[src/design/ltp_pkg.sv]
// ============================================================================
// Lag trend predictor package
// Widths, register indexes, reset values and state codes of the predictor.
// ============================================================================
package ltp_pkg;

    localparam int unsigned HORIZON_DEF    = 4;
    localparam int unsigned SKIP_LIMIT_DEF = 63;

    localparam int unsigned SAMPLE_W   = 15;
    localparam int unsigned GAIN_W     = 9;
    localparam int unsigned LIM_W      = 16;
    localparam int unsigned CFG_IDX_W  = 3;
    localparam int unsigned CFG_DATA_W = 16;
    localparam int unsigned VERDICT_W  = 2;
    localparam int unsigned SKIP_W     = 6;
    localparam int unsigned LEVEL_W    = 31;
    localparam int unsigned SLOPE_W    = 32;
    localparam int unsigned MUL_A_W    = 35;
    localparam int unsigned MUL_B_W    = 10;
    localparam int unsigned PROD_W     = MUL_A_W + MUL_B_W;

    localparam logic [CFG_IDX_W-1:0] CFG_LEVEL_GAIN      = 3'd0;
    localparam logic [CFG_IDX_W-1:0] CFG_SLOPE_GAIN      = 3'd1;
    localparam logic [CFG_IDX_W-1:0] CFG_BURST_THRESHOLD = 3'd2;
    localparam logic [CFG_IDX_W-1:0] CFG_RISING_LIMIT    = 3'd3;
    localparam logic [CFG_IDX_W-1:0] CFG_FALLING_LIMIT   = 3'd4;

    localparam logic [GAIN_W-1:0] GAIN_MIN  = 9'd1;
    localparam logic [GAIN_W-1:0] GAIN_MAX  = 9'd256;
    localparam logic [LIM_W-1:0]  BURST_MIN = 16'd1;

    localparam logic [GAIN_W-1:0] LEVEL_GAIN_RST      = 9'd64;
    localparam logic [GAIN_W-1:0] SLOPE_GAIN_RST      = 9'd32;
    localparam logic [LIM_W-1:0]  BURST_THRESHOLD_RST = 16'd64;
    localparam logic [LIM_W-1:0]  RISING_LIMIT_RST    = 16'd8;
    localparam logic [LIM_W-1:0]  FALLING_LIMIT_RST   = 16'd2;

    typedef enum logic [2:0] {
        ST_IDLE,
        ST_LEVEL,
        ST_SLOPE,
        ST_PROJ,
        ST_HORIZON,
        ST_DONE
    } t_state;

    typedef enum logic [VERDICT_W-1:0] {
        VERDICT_STABLE  = 2'd0,
        VERDICT_BURST   = 2'd1,
        VERDICT_RISING  = 2'd2,
        VERDICT_FALLING = 2'd3
    } t_trend;

    typedef struct packed {
        logic in_ready;
        logic take;
        logic mul_en;
        logic level_wr;
        logic slope_wr;
        logic out_load;
    } t_ctrl;

endpackage

[src/design/lag_trend_predictor.sv]
// ============================================================================
// Lag trend predictor
// Level and slope smoother over lag samples with a projected lag and a
// trend verdict, built around one shared multiplier.
// ============================================================================
//  channel   direction  handshake                 payload
//  input     in         i_in_valid / o_in_ready   i_lag_sample
//  result    out        o_out_valid / i_out_ready o_trend_verdict, o_predicted_lag,
//                                                 o_skip_count
//  config    in         i_cfg_valid / o_cfg_ready i_cfg_index, i_cfg_data
//
// A seeding word goes from ST_IDLE straight to ST_DONE, where results are loaded;
// every later word passes ST_LEVEL, ST_SLOPE, ST_PROJ and ST_HORIZON first, set by
// the three passes through the one multiplier and the slope write between them.
// Reset clears the estimates and restores the register defaults.
// A result waits in the output register; the next word is taken meanwhile and
// holds in its last step until the output register is free.
module lag_trend_predictor #(
    parameter int unsigned HORIZON    = ltp_pkg::HORIZON_DEF,
    parameter int unsigned SKIP_LIMIT = ltp_pkg::SKIP_LIMIT_DEF
) (
    input  logic                              i_clk,
    input  logic                              i_rst_n,
    input  logic                              i_in_valid,
    output logic                              o_in_ready,
    input  logic [ltp_pkg::SAMPLE_W-1:0]      i_lag_sample,
    output logic                              o_out_valid,
    input  logic                              i_out_ready,
    output logic [ltp_pkg::VERDICT_W-1:0]     o_trend_verdict,
    output logic [ltp_pkg::SAMPLE_W-1:0]      o_predicted_lag,
    output logic [ltp_pkg::SKIP_W-1:0]        o_skip_count,
    input  logic                              i_cfg_valid,
    output logic                              o_cfg_ready,
    input  logic [ltp_pkg::CFG_IDX_W-1:0]     i_cfg_index,
    input  logic [ltp_pkg::CFG_DATA_W-1:0]    i_cfg_data
);

    ltp_pkg::t_state r_state, n_state;
    ltp_pkg::t_ctrl  ctrl;

    logic [ltp_pkg::GAIN_W-1:0] r_level_gain, r_slope_gain;
    logic [ltp_pkg::LIM_W-1:0]  r_burst_thr, r_rising_lim, r_falling_lim;
    logic [ltp_pkg::GAIN_W-1:0] cfg_gain;
    logic [ltp_pkg::LIM_W-1:0]  cfg_burst;

    logic [ltp_pkg::SAMPLE_W-1:0]       r_sample, r_prev;
    logic signed [ltp_pkg::SAMPLE_W:0]  r_delta, n_delta;
    logic [ltp_pkg::LEVEL_W-1:0]        r_level, n_level;
    logic signed [ltp_pkg::SLOPE_W-1:0] r_slope, n_slope;
    logic signed [ltp_pkg::PROD_W-1:0]  r_prod, n_prod, prod_shr;
    logic                               r_seeded, r_first;

    logic signed [ltp_pkg::MUL_A_W-1:0] mul_a;
    logic signed [ltp_pkg::MUL_B_W-1:0] mul_b;
    logic signed [32:0]                 lvl_diff;
    logic signed [33:0]                 slope_err;
    logic signed [33:0]                 level_sum;
    logic signed [35:0]                 slope_sum;
    logic signed [38:0]                 proj_sum;

    logic [ltp_pkg::SAMPLE_W-1:0] pred, pred_m1;
    logic [ltp_pkg::SAMPLE_W-1:0] skip_lim;
    logic [ltp_pkg::VERDICT_W-1:0] n_verdict;
    logic [ltp_pkg::SAMPLE_W-1:0] n_pred;
    logic [ltp_pkg::SKIP_W-1:0]   n_skip;

    logic                          r_out_valid;
    logic [ltp_pkg::VERDICT_W-1:0] r_verdict;
    logic [ltp_pkg::SAMPLE_W-1:0]  r_pred;
    logic [ltp_pkg::SKIP_W-1:0]    r_skip;

    // Sequencer.
    always_comb begin
        n_state = r_state;
        case (r_state)
            ltp_pkg::ST_IDLE: begin
                if (i_in_valid) begin
                    n_state = r_seeded ? ltp_pkg::ST_LEVEL : ltp_pkg::ST_DONE;
                end
            end
            ltp_pkg::ST_LEVEL:   n_state = ltp_pkg::ST_SLOPE;
            ltp_pkg::ST_SLOPE:   n_state = ltp_pkg::ST_PROJ;
            ltp_pkg::ST_PROJ:    n_state = ltp_pkg::ST_HORIZON;
            ltp_pkg::ST_HORIZON: n_state = ltp_pkg::ST_DONE;
            ltp_pkg::ST_DONE: begin
                if (!r_out_valid || i_out_ready) begin
                    n_state = ltp_pkg::ST_IDLE;
                end
            end
            default: n_state = ltp_pkg::ST_IDLE;
        endcase
    end

    always_comb begin
        ctrl = '0;
        case (r_state)
            ltp_pkg::ST_IDLE: begin
                ctrl.in_ready = 1'b1;
                ctrl.take     = i_in_valid;
            end
            ltp_pkg::ST_LEVEL: ctrl.mul_en = 1'b1;
            ltp_pkg::ST_SLOPE: begin
                ctrl.mul_en   = 1'b1;
                ctrl.level_wr = 1'b1;
            end
            ltp_pkg::ST_PROJ:    ctrl.slope_wr = 1'b1;
            ltp_pkg::ST_HORIZON: ctrl.mul_en   = 1'b1;
            ltp_pkg::ST_DONE:    ctrl.out_load = !r_out_valid || i_out_ready;
            default: ctrl = '0;
        endcase
    end

    always_ff @(posedge i_clk) begin
        if (!i_rst_n) begin
            r_state <= ltp_pkg::ST_IDLE;
        end else begin
            r_state <= n_state;
        end
    end

    // Configuration registers, with gains and threshold held in range.
    always_comb begin
        cfg_gain = i_cfg_data[ltp_pkg::GAIN_W-1:0];
        if (cfg_gain == '0) begin
            cfg_gain = ltp_pkg::GAIN_MIN;
        end else if (cfg_gain > ltp_pkg::GAIN_MAX) begin
            cfg_gain = ltp_pkg::GAIN_MAX;
        end
        cfg_burst = (i_cfg_data == '0) ? ltp_pkg::BURST_MIN : i_cfg_data;
    end

    assign o_cfg_ready = 1'b1;

    always_ff @(posedge i_clk) begin
        if (!i_rst_n) begin
            r_level_gain  <= ltp_pkg::LEVEL_GAIN_RST;
            r_slope_gain  <= ltp_pkg::SLOPE_GAIN_RST;
            r_burst_thr   <= ltp_pkg::BURST_THRESHOLD_RST;
            r_rising_lim  <= ltp_pkg::RISING_LIMIT_RST;
            r_falling_lim <= ltp_pkg::FALLING_LIMIT_RST;
        end else if (i_cfg_valid) begin
            case (i_cfg_index)
                ltp_pkg::CFG_LEVEL_GAIN:      r_level_gain  <= cfg_gain;
                ltp_pkg::CFG_SLOPE_GAIN:      r_slope_gain  <= cfg_gain;
                ltp_pkg::CFG_BURST_THRESHOLD: r_burst_thr   <= cfg_burst;
                ltp_pkg::CFG_RISING_LIMIT:    r_rising_lim  <= i_cfg_data;
                ltp_pkg::CFG_FALLING_LIMIT:   r_falling_lim <= i_cfg_data;
                default: ;
            endcase
        end
    end

    // Shared multiplier and its operand selection.
    assign lvl_diff  = $signed({2'b00, r_sample, 16'h0000}) - $signed({2'b00, r_level});
    assign slope_err = $signed({{2{r_delta[ltp_pkg::SAMPLE_W]}}, r_delta, 16'h0000})
                     - $signed({{2{r_slope[ltp_pkg::SLOPE_W-1]}}, r_slope});

    always_comb begin
        mul_a = '0;
        mul_b = '0;
        case (r_state)
            ltp_pkg::ST_LEVEL: begin
                mul_a = {{2{lvl_diff[32]}}, lvl_diff};
                mul_b = $signed({1'b0, r_level_gain});
            end
            ltp_pkg::ST_SLOPE: begin
                mul_a = {slope_err[33], slope_err};
                mul_b = $signed({1'b0, r_slope_gain});
            end
            ltp_pkg::ST_HORIZON: begin
                mul_a = {{3{r_slope[ltp_pkg::SLOPE_W-1]}}, r_slope};
                mul_b = $signed(ltp_pkg::MUL_B_W'(HORIZON));
            end
            default: begin
                mul_a = '0;
                mul_b = '0;
            end
        endcase
        n_prod = mul_a * mul_b;
    end

    // Floor division by 256, then the clamped level and slope updates.
    assign prod_shr  = r_prod >>> 8;
    assign level_sum = $signed({3'b000, r_level}) + $signed(prod_shr[33:0]);
    assign slope_sum = $signed({{4{r_slope[ltp_pkg::SLOPE_W-1]}}, r_slope})
                     + $signed(prod_shr[35:0]);
    assign n_delta   = $signed({1'b0, r_sample}) - $signed({1'b0, r_prev});

    always_comb begin
        if (level_sum[33]) begin
            n_level = '0;
        end else if (level_sum[32:31] != 2'b00) begin
            n_level = {ltp_pkg::LEVEL_W{1'b1}};
        end else begin
            n_level = level_sum[30:0];
        end

        if (slope_sum[35:31] == 5'b00000 || slope_sum[35:31] == 5'b11111) begin
            n_slope = slope_sum[31:0];
        end else if (slope_sum[35]) begin
            n_slope = {1'b1, {(ltp_pkg::SLOPE_W-1){1'b0}}};
        end else begin
            n_slope = {1'b0, {(ltp_pkg::SLOPE_W-1){1'b1}}};
        end
    end

    // Projection and verdict.
    assign proj_sum = $signed({8'h00, r_level}) + $signed(r_prod[38:0]);
    assign skip_lim = ltp_pkg::SAMPLE_W'(SKIP_LIMIT);
    assign pred_m1  = (pred == '0) ? '0 : pred - 1'b1;

    always_comb begin
        if (proj_sum[38]) begin
            pred = '0;
        end else if (proj_sum[37:31] != 7'h00) begin
            pred = {ltp_pkg::SAMPLE_W{1'b1}};
        end else begin
            pred = proj_sum[30:16];
        end

        n_verdict = ltp_pkg::VERDICT_STABLE;
        n_pred    = pred;
        n_skip    = '0;
        if (r_first) begin
            n_pred = r_sample;
        end else if (!r_delta[ltp_pkg::SAMPLE_W] && $unsigned(r_delta) >= r_burst_thr) begin
            n_verdict = ltp_pkg::VERDICT_BURST;
            n_skip    = (pred > skip_lim) ? skip_lim[ltp_pkg::SKIP_W-1:0]
                                          : pred[ltp_pkg::SKIP_W-1:0];
            if (pred == '0) begin
                n_skip = ltp_pkg::SKIP_W'(1);
            end
        end else if ({1'b0, pred} >= r_rising_lim && r_slope >= 32'sd32768) begin
            n_verdict = ltp_pkg::VERDICT_RISING;
            n_skip    = (pred_m1 > skip_lim) ? skip_lim[ltp_pkg::SKIP_W-1:0]
                                             : pred_m1[ltp_pkg::SKIP_W-1:0];
        end else if ({1'b0, pred} <= r_falling_lim && r_slope <= -32'sd32768) begin
            n_verdict = ltp_pkg::VERDICT_FALLING;
        end
    end

    // Datapath registers.
    always_ff @(posedge i_clk) begin
        if (!i_rst_n) begin
            r_seeded <= 1'b0;
            r_first  <= 1'b0;
            r_level  <= '0;
            r_slope  <= '0;
            r_prev   <= '0;
        end else begin
            if (ctrl.take) begin
                r_first <= !r_seeded;
                if (!r_seeded) begin
                    r_seeded <= 1'b1;
                    r_level  <= {i_lag_sample, 16'h0000};
                    r_slope  <= '0;
                    r_prev   <= i_lag_sample;
                end
            end
            if (r_state == ltp_pkg::ST_LEVEL) begin
                r_prev <= r_sample;
            end
            if (ctrl.level_wr) begin
                r_level <= n_level;
            end
            if (ctrl.slope_wr) begin
                r_slope <= n_slope;
            end
        end
    end

    always_ff @(posedge i_clk) begin
        if (ctrl.take) begin
            r_sample <= i_lag_sample;
        end
        if (r_state == ltp_pkg::ST_LEVEL) begin
            r_delta <= n_delta;
        end
        if (ctrl.mul_en) begin
            r_prod <= n_prod;
        end
    end

    // Output register.
    always_ff @(posedge i_clk) begin
        if (!i_rst_n) begin
            r_out_valid <= 1'b0;
        end else if (ctrl.out_load) begin
            r_out_valid <= 1'b1;
        end else if (i_out_ready) begin
            r_out_valid <= 1'b0;
        end
    end

    always_ff @(posedge i_clk) begin
        if (ctrl.out_load) begin
            r_verdict <= n_verdict;
            r_pred    <= n_pred;
            r_skip    <= n_skip;
        end
    end

    assign o_in_ready      = ctrl.in_ready;
    assign o_out_valid     = r_out_valid;
    assign o_trend_verdict = r_verdict;
    assign o_predicted_lag = r_pred;
    assign o_skip_count    = r_skip;

endmodule

[config.mk]
export PLATFORM = sky130hd
export DESIGN_NAME = lag_trend_predictor
export DESIGN_NICKNAME = d
export VERILOG_FILES = /design/src/design/ltp_pkg.sv /design/src/design/lag_trend_predictor.sv
export SDC_FILE = /design/constraint.sdc
export NUM_CORES = 2
export LEC_CHECK = 0
export BUFFER_PORTS_ARGS = -buffer_cell sky130_fd_sc_hd__buf_2
export CAP_MARGIN = 15
export CELL_PAD_IN_SITES_DETAIL_PLACEMENT = 1
export CELL_PAD_IN_SITES_GLOBAL_PLACEMENT = 1
export CORE_UTILIZATION = 40
export CTS_CLUSTER_SIZE = 12
export DETAILED_ROUTE_END_ITERATION = 8
export PLACE_DENSITY_LB_ADDON = 0.1
export RECOVER_POWER = 50
export SLEW_MARGIN = 20
export SYNTH_ARGS = -nofsm -noshare
export SYNTH_HDL_FRONTEND = slang
export SYNTH_SLANG_ARGS = --single-unit
[constraint.sdc]
create_clock -name i_clk -period 7.55 [get_ports i_clk]
set_clock_uncertainty 0.05 [all_clocks]
set_input_delay 0.3775 -clock i_clk [delete_from_list [all_inputs] [get_ports i_clk]]
set_output_delay 0.3775 -clock i_clk [all_outputs]
set_load 0.02 [all_outputs]
# --- Word-level counts from Yosys, hierarchy flattened ---
# Cells that the tools add are included.
word_totals:
  register_bits: 248
  latch_bits: 0
  ram_bits: 0
  mem_bits_ro: 0
  input_bits: 39
  n_memories: 0
classes:
  n_addsub: 7
  mul: 1
  div: 0
  n_lt_le_gt_ge: 8
  n_eq_ne: 15
  shifts: 0
  mux: 41
  bitwise_logic: 0
  reduce_logical: 31
op_table:
  columns: ["op", "count"]
  rows:
  - ["$mux 32", 5]
  - ["$mux 31", 5]
  - ["$mux 15", 7]
  - ["$pmux 35 s3", 1]
  - ["$mul 35x10->44", 1]
  - ["$add 32x39->39", 1]
  - ["$add 32x36->36", 1]
  - ["$add 32x34->34", 1]
  - ["$sub 32x32->33", 1]
  - ["$ge 32x17->1 const B", 1]
  - ["$le 32x16->1 const B", 1]
  - ["$sub 31x31->32", 1]
  - ["$gt 15x6->1 const B", 2]
  - ["$mux 6", 5]
  - ["$pmux 9 s3", 1]
  - ["$mux 9", 2]
  - ["$pmux 3 s6", 1]
  - ["$reduce_and 2->1", 9]
  - ["$ge 15x16->1", 1]
  - ["$ge 16x16->1", 1]
  - ["$le 15x16->1", 1]
  - ["$logic_not 16->1", 1]
  - ["$mux 16", 1]
  - ["$sub 15x15->16", 1]
  - ["other kinds (22)", 51]

# --- Logic depth before layout (Yosys ltp) ---
depth:
  word_depth: 10
  ltp_mapped: 36
  depth_no_buf: 35

# --- Worst setup path before layout ---
# Ideal clock, no wire load.
synth_path:
  path_type: "register to register"
  startpoint: "register r_slope[1] (netlist bit)"
  endpoint: "register r_prod[42] (netlist bit), data pin"
  setup_time_ns: 0.259
  arrival_ns: 7.775
  required_ns: 7.241
  setup_slack_ns: -0.534
  path_stages_with_launch: 33
  path_cell_list: "dfxtp_1 -> inv_1 -> ha_1 -> or4b_1 -> nor3_1 -> nand2_1 -> or3_1 -> a32oi_1 -> nor2_1 -> a21oi_1 -> nor2_1 -> fa_1 -> inv_1 -> fa_1 -> fa_1 -> inv_1 -> fa_1 -> inv_1 -> fa_1 -> inv_1 -> ha_1 -> and3_1 -> nand2_1 -> a2111oi_0 -> nand2_1 -> o21ai_0 -> o2111ai_1 -> a211oi_1 -> o221ai_1 -> o21ai_0 -> o31a_1 -> a41oi_1 -> xnor2_1"
synth_via:
  elab_chain_len: 3
synth_lines:
  columns: ["element", "line_no", "text"]
  rows:
  - ["start, declared", "lag_trend_predictor.sv:49", "logic signed [ltp_pkg::SLOPE_W-1:0] r_slope, n_slope;"]
  - ["start signal, assigned", "lag_trend_predictor.sv:267", "r_slope <= n_slope;"]
  - ["$sub 32x32->33", "lag_trend_predictor.sv:156", "- $signed({{2{r_slope[ltp_pkg::SLOPE_W-1]}}, r_slope});"]
  - ["$pmux 35 s3 (*)", "lag_trend_predictor.sv:161", "case (r_state)"]
  - ["$mul 35x10->44 (*)", "lag_trend_predictor.sv:179", "n_prod = mul_a * mul_b;"]
  - ["net n_prod (one bit)", "lag_trend_predictor.sv:50", "logic signed [ltp_pkg::PROD_W-1:0] r_prod, n_prod, prod_shr;"]
  - ["end signal, assigned", "lag_trend_predictor.sv:280", "r_prod <= n_prod;"]
  - ["end, declared", "lag_trend_predictor.sv:50", null]
# Mark *: on every way through the listed nets, which the timed path passes. The rest lies on a longest branch.
# A chain may end at the register's enable or synchronous reset.

# --- Worst setup path in the final report ---
layout_path:
  startpoint: "register r_slope[13] (netlist bit)"
  endpoint: "register r_prod[42] (netlist bit), data pin"
# Same word-level chain as after synthesis.

==> impl_results.md <==
* Placer Congestion at 0.9153
* Dominant synthesized flop cell: dfxtp_1
* Via/cell ratio at roughly 5.7
* Iteration-0 DRC Markers at approximately 1600
* Commonest non-fill, non-tap cell in the layout: inv_1
* Critical Path Max Stage Delay at between 0.5 and 0.6 ns
* CTS tree: built
* Worst Hold Class: input pin to flip-flop
* Slew @ Worst Pin at between 3 and 4 ns
* Total GRT Usage at about 30%
* Share of cells above drive strength 1 at between 10% and 20%
* Post-Place Worst Slack at -0.7822 ns
* Relative slew slack at -154.3%
* Total grt overflow at 0
* # diodes at 0
* I/O pin count at 65
* Max Clk Rate at approximately 130 MHz
* Largest net degree at the start of global routing at 79
* Most frequent cells in the layout: 431 x inv_1, 397 x nand2_1, 377 x buf_4, 366 x nor2_1, 262 x ha_1
* Worst setup margin at -0.2827 ns
* Initial antenna violation count at 1
* Slowest-stage cell, CP: or4_4
* H-tree depth at 1
* Via Count at between 20000 and 30000
* Post-layout util at approximately 50%
* Yosys top cell area share at 17.19%
* WL final at around 110000 µm
* Synth-to-layout area growth at 23.60%
* DP Area at ~33000 µm²
* Area contributors post-synth: fa_1 17%, ha_1 12%, dfxtp_1 10%, edfxtp_1 10%, inv_1 6.0%
* Cell mode on critical path: fa_1
* Grt met3 use at 2.498%
* Tmin final at 7.833 ns
* FP Rows at 97
* Most Crowded Layer GR: met2
* Horiz. Die Dim at between 200 and 300 µm
* Post-Layout Inst Area at 35550 µm²
* Worst EP required at 7.84 ns
* Post-synth top area cell: fa_1
* Final setup violation count at 9
* Setup TNS at -1.485 ns
* Leakage at approximately 16 nW
* Core area at approximately 71000 µm²
* Initial DRT Pass Iterations at 5
* Ys Warns at 0
* Clk slew on worst S/H paths at 0.06 ns
* Worst skew pair latency at about 0.60 ns
* RSZ-0062 raised after global routing: yes
* Met1 Track Usage GR at 41.00%
* Die ar. at about 73000 µm²
* Post-synth EDFFs at around 100
* Critical path class: flip-flop to flip-flop
* Critical Path AT at about 8.1 ns
* Overall Power at 7.825 mW
* Number of clock buffers inserted by TritonCTS at 29
* Antenna viol nets, final at 0
* Async SR Flop Fraction at 0%
* Residual DRC at 0
* Max_cap viols at 4
* Synth Area per Inst at slightly above 8 µm²
* CTS max path bufs at 3
* Post-synthesis sequential area ratio at 20.67%
* Crit. End Element: flip-flop
* Max-slew violations at around 180
* Synthesized net count at roughly 4100
* Synth Register Bits at ~250
* Part of the cycle the worst path needs at 103.7%
* Nets at approximately 4500
* Maximum vdd ir drop at about 0.19 mV
* WL/cell at roughly 23 µm
* Starting Density at between 40% and 50%
* Root Driver: clkbuf_16
* Number of global-route vias before repair at 29593
* DP HPWL at approximately 90000 µm
* Die Ht at approximately 270 µm
* Power per cell area at ~220 nW/µm²
* Failing checks: capacitance limit, slew limit, setup timing
* Count of cell types in the netlist at 96
* Crit path max fanout at 3
* CP startpoint kind: flip-flop
* Port Buf Inserts at 63
* First-pass GRT wire length at ~170000 µm
* Fin. Hold Viols at 0
* CTS sink cnt at between 200 and 250
* Status: finished with violations
* Cell count after synthesis at 3504
* Met2 usage at 50.20%
* Mapped cell area at 28760 µm²
-- per-stage QoR --
step | hold slack, ns | cells
after floorplan | 0.3829 | 3504
after global placement | 0.3933 | 4771
after detailed placement | 0.4000 | 4773
after CTS | 0.001269 | 4872
after global routing | 0.03221 | 4888
final | 0.04566 | 4888
-- state kept, by name (all words and copies together) (netlist names), 2 cells and up --
register / flops
r_prod: 44
r_slope: 32
r_level: 31
r_burst_thr: 16
r_delta: 16
r_falling_lim: 16
r_rising_lim: 16
o_predicted_lag: 15
r_prev: 15
r_sample: 15
r_level_gain: 9
r_slope_gain: 9
o_skip_count: 6
r_state: 3
o_trend_verdict: 2
-- power by group --
group	switching, mW	internal [mW]	total (mW)
registers	0.270	1.63	1.90
logic	2.61	1.81	4.42
clock network	0.641	0.863	1.50
total	3.52	4.30	7.82
-- routing by layer --
| layer | vias to the layer above | share of wire, % |
|---|---|---|
| met2 | 631 | 47 |
| met3 | 157 | 4.3 |
| met1 | 14041 | 46 |
| li1 | 12812 | - |
| met5 | - | 0 |
| met4 | 0 | 3.1 |
-- kinds of logic after synthesis --
family | after synthesis | synth area share (%)
mux | 9 | 0.3437
buf+inv | 571 | 7.530
xor+xnor | 156 | 4.750
compound gates | 864 | 19.68
fa+ha+maj | 532 | 29.59
simple gates | 1123 | 17.43
other cells | 1 | 0.01304
flops | 248 | 20.67
-- what timing repair did --
action | in CTS | in global routing
gates resized for setup | 124 | 134
setup buffers | 33 | 22
hold endpoints to repair | 20 | 0
hold buffers | 17 | 0
setup endpoints to repair | 19 | 22
pin swaps | 116 | 115
-- worst max-delay path: cells and delay by family, from the launching register on --
family | cells | cell delay, ns
XOR/XNOR | 2 | 0.32
buffers and inverters | 5 | 0.45
AND/OR/NAND/NOR | 6 | 1.19
AO/OA/AOI/OAI | 14 | 2.50
flip-flops | 1 | 0.33
adder cells (fa/ha/maj) | 6 | 2.73
-- path summary, 6_finish.rpt --
path                   start              end  cells past startpoint  slack, ns
max              r_slope[13]       r_prod[42]                     33      -0.28
min           i_cfg_data[12]  r_burst_thr[12]                      3       0.05
max reg2reg      r_slope[13]       r_prod[42]                     33      -0.28
min reg2reg  r_rising_lim[9]  r_rising_lim[9]                      2       0.41
-- cell type report --
| class | instances | area [µm²] |
|---|---|---|
| Inverter | 462 | 1734 |
| Clock buffer | 39 | 814.5 |
| Sequential cell | 248 | 5952 |
| Clock inverter | 15 | 175.2 |
| Tap cell | 940 | 1176 |
| Fill cell | 8464 | 35080 |
| Multi-Input combinational cell | 2685 | 21920 |
| Timing Repair Buffer | 499 | 3784 |
-- synthesized netlist by cell type (36+ instances only) --
master      n
inv_1     461
nand2_1   411
nor2_1    382
ha_1      285
a21oi_1   269
fa_1      247
dfxtp_1   150
o21ai_0   141
xnor2_1   118
edfxtp_1   98
clkbuf_1   94
a21o_1     81
nand3_1    54
a22oi_1    44
nor3_1     41
xor2_1     38
nor2b_1    36
No activity file was read; power rests on OpenSTA's default activity.
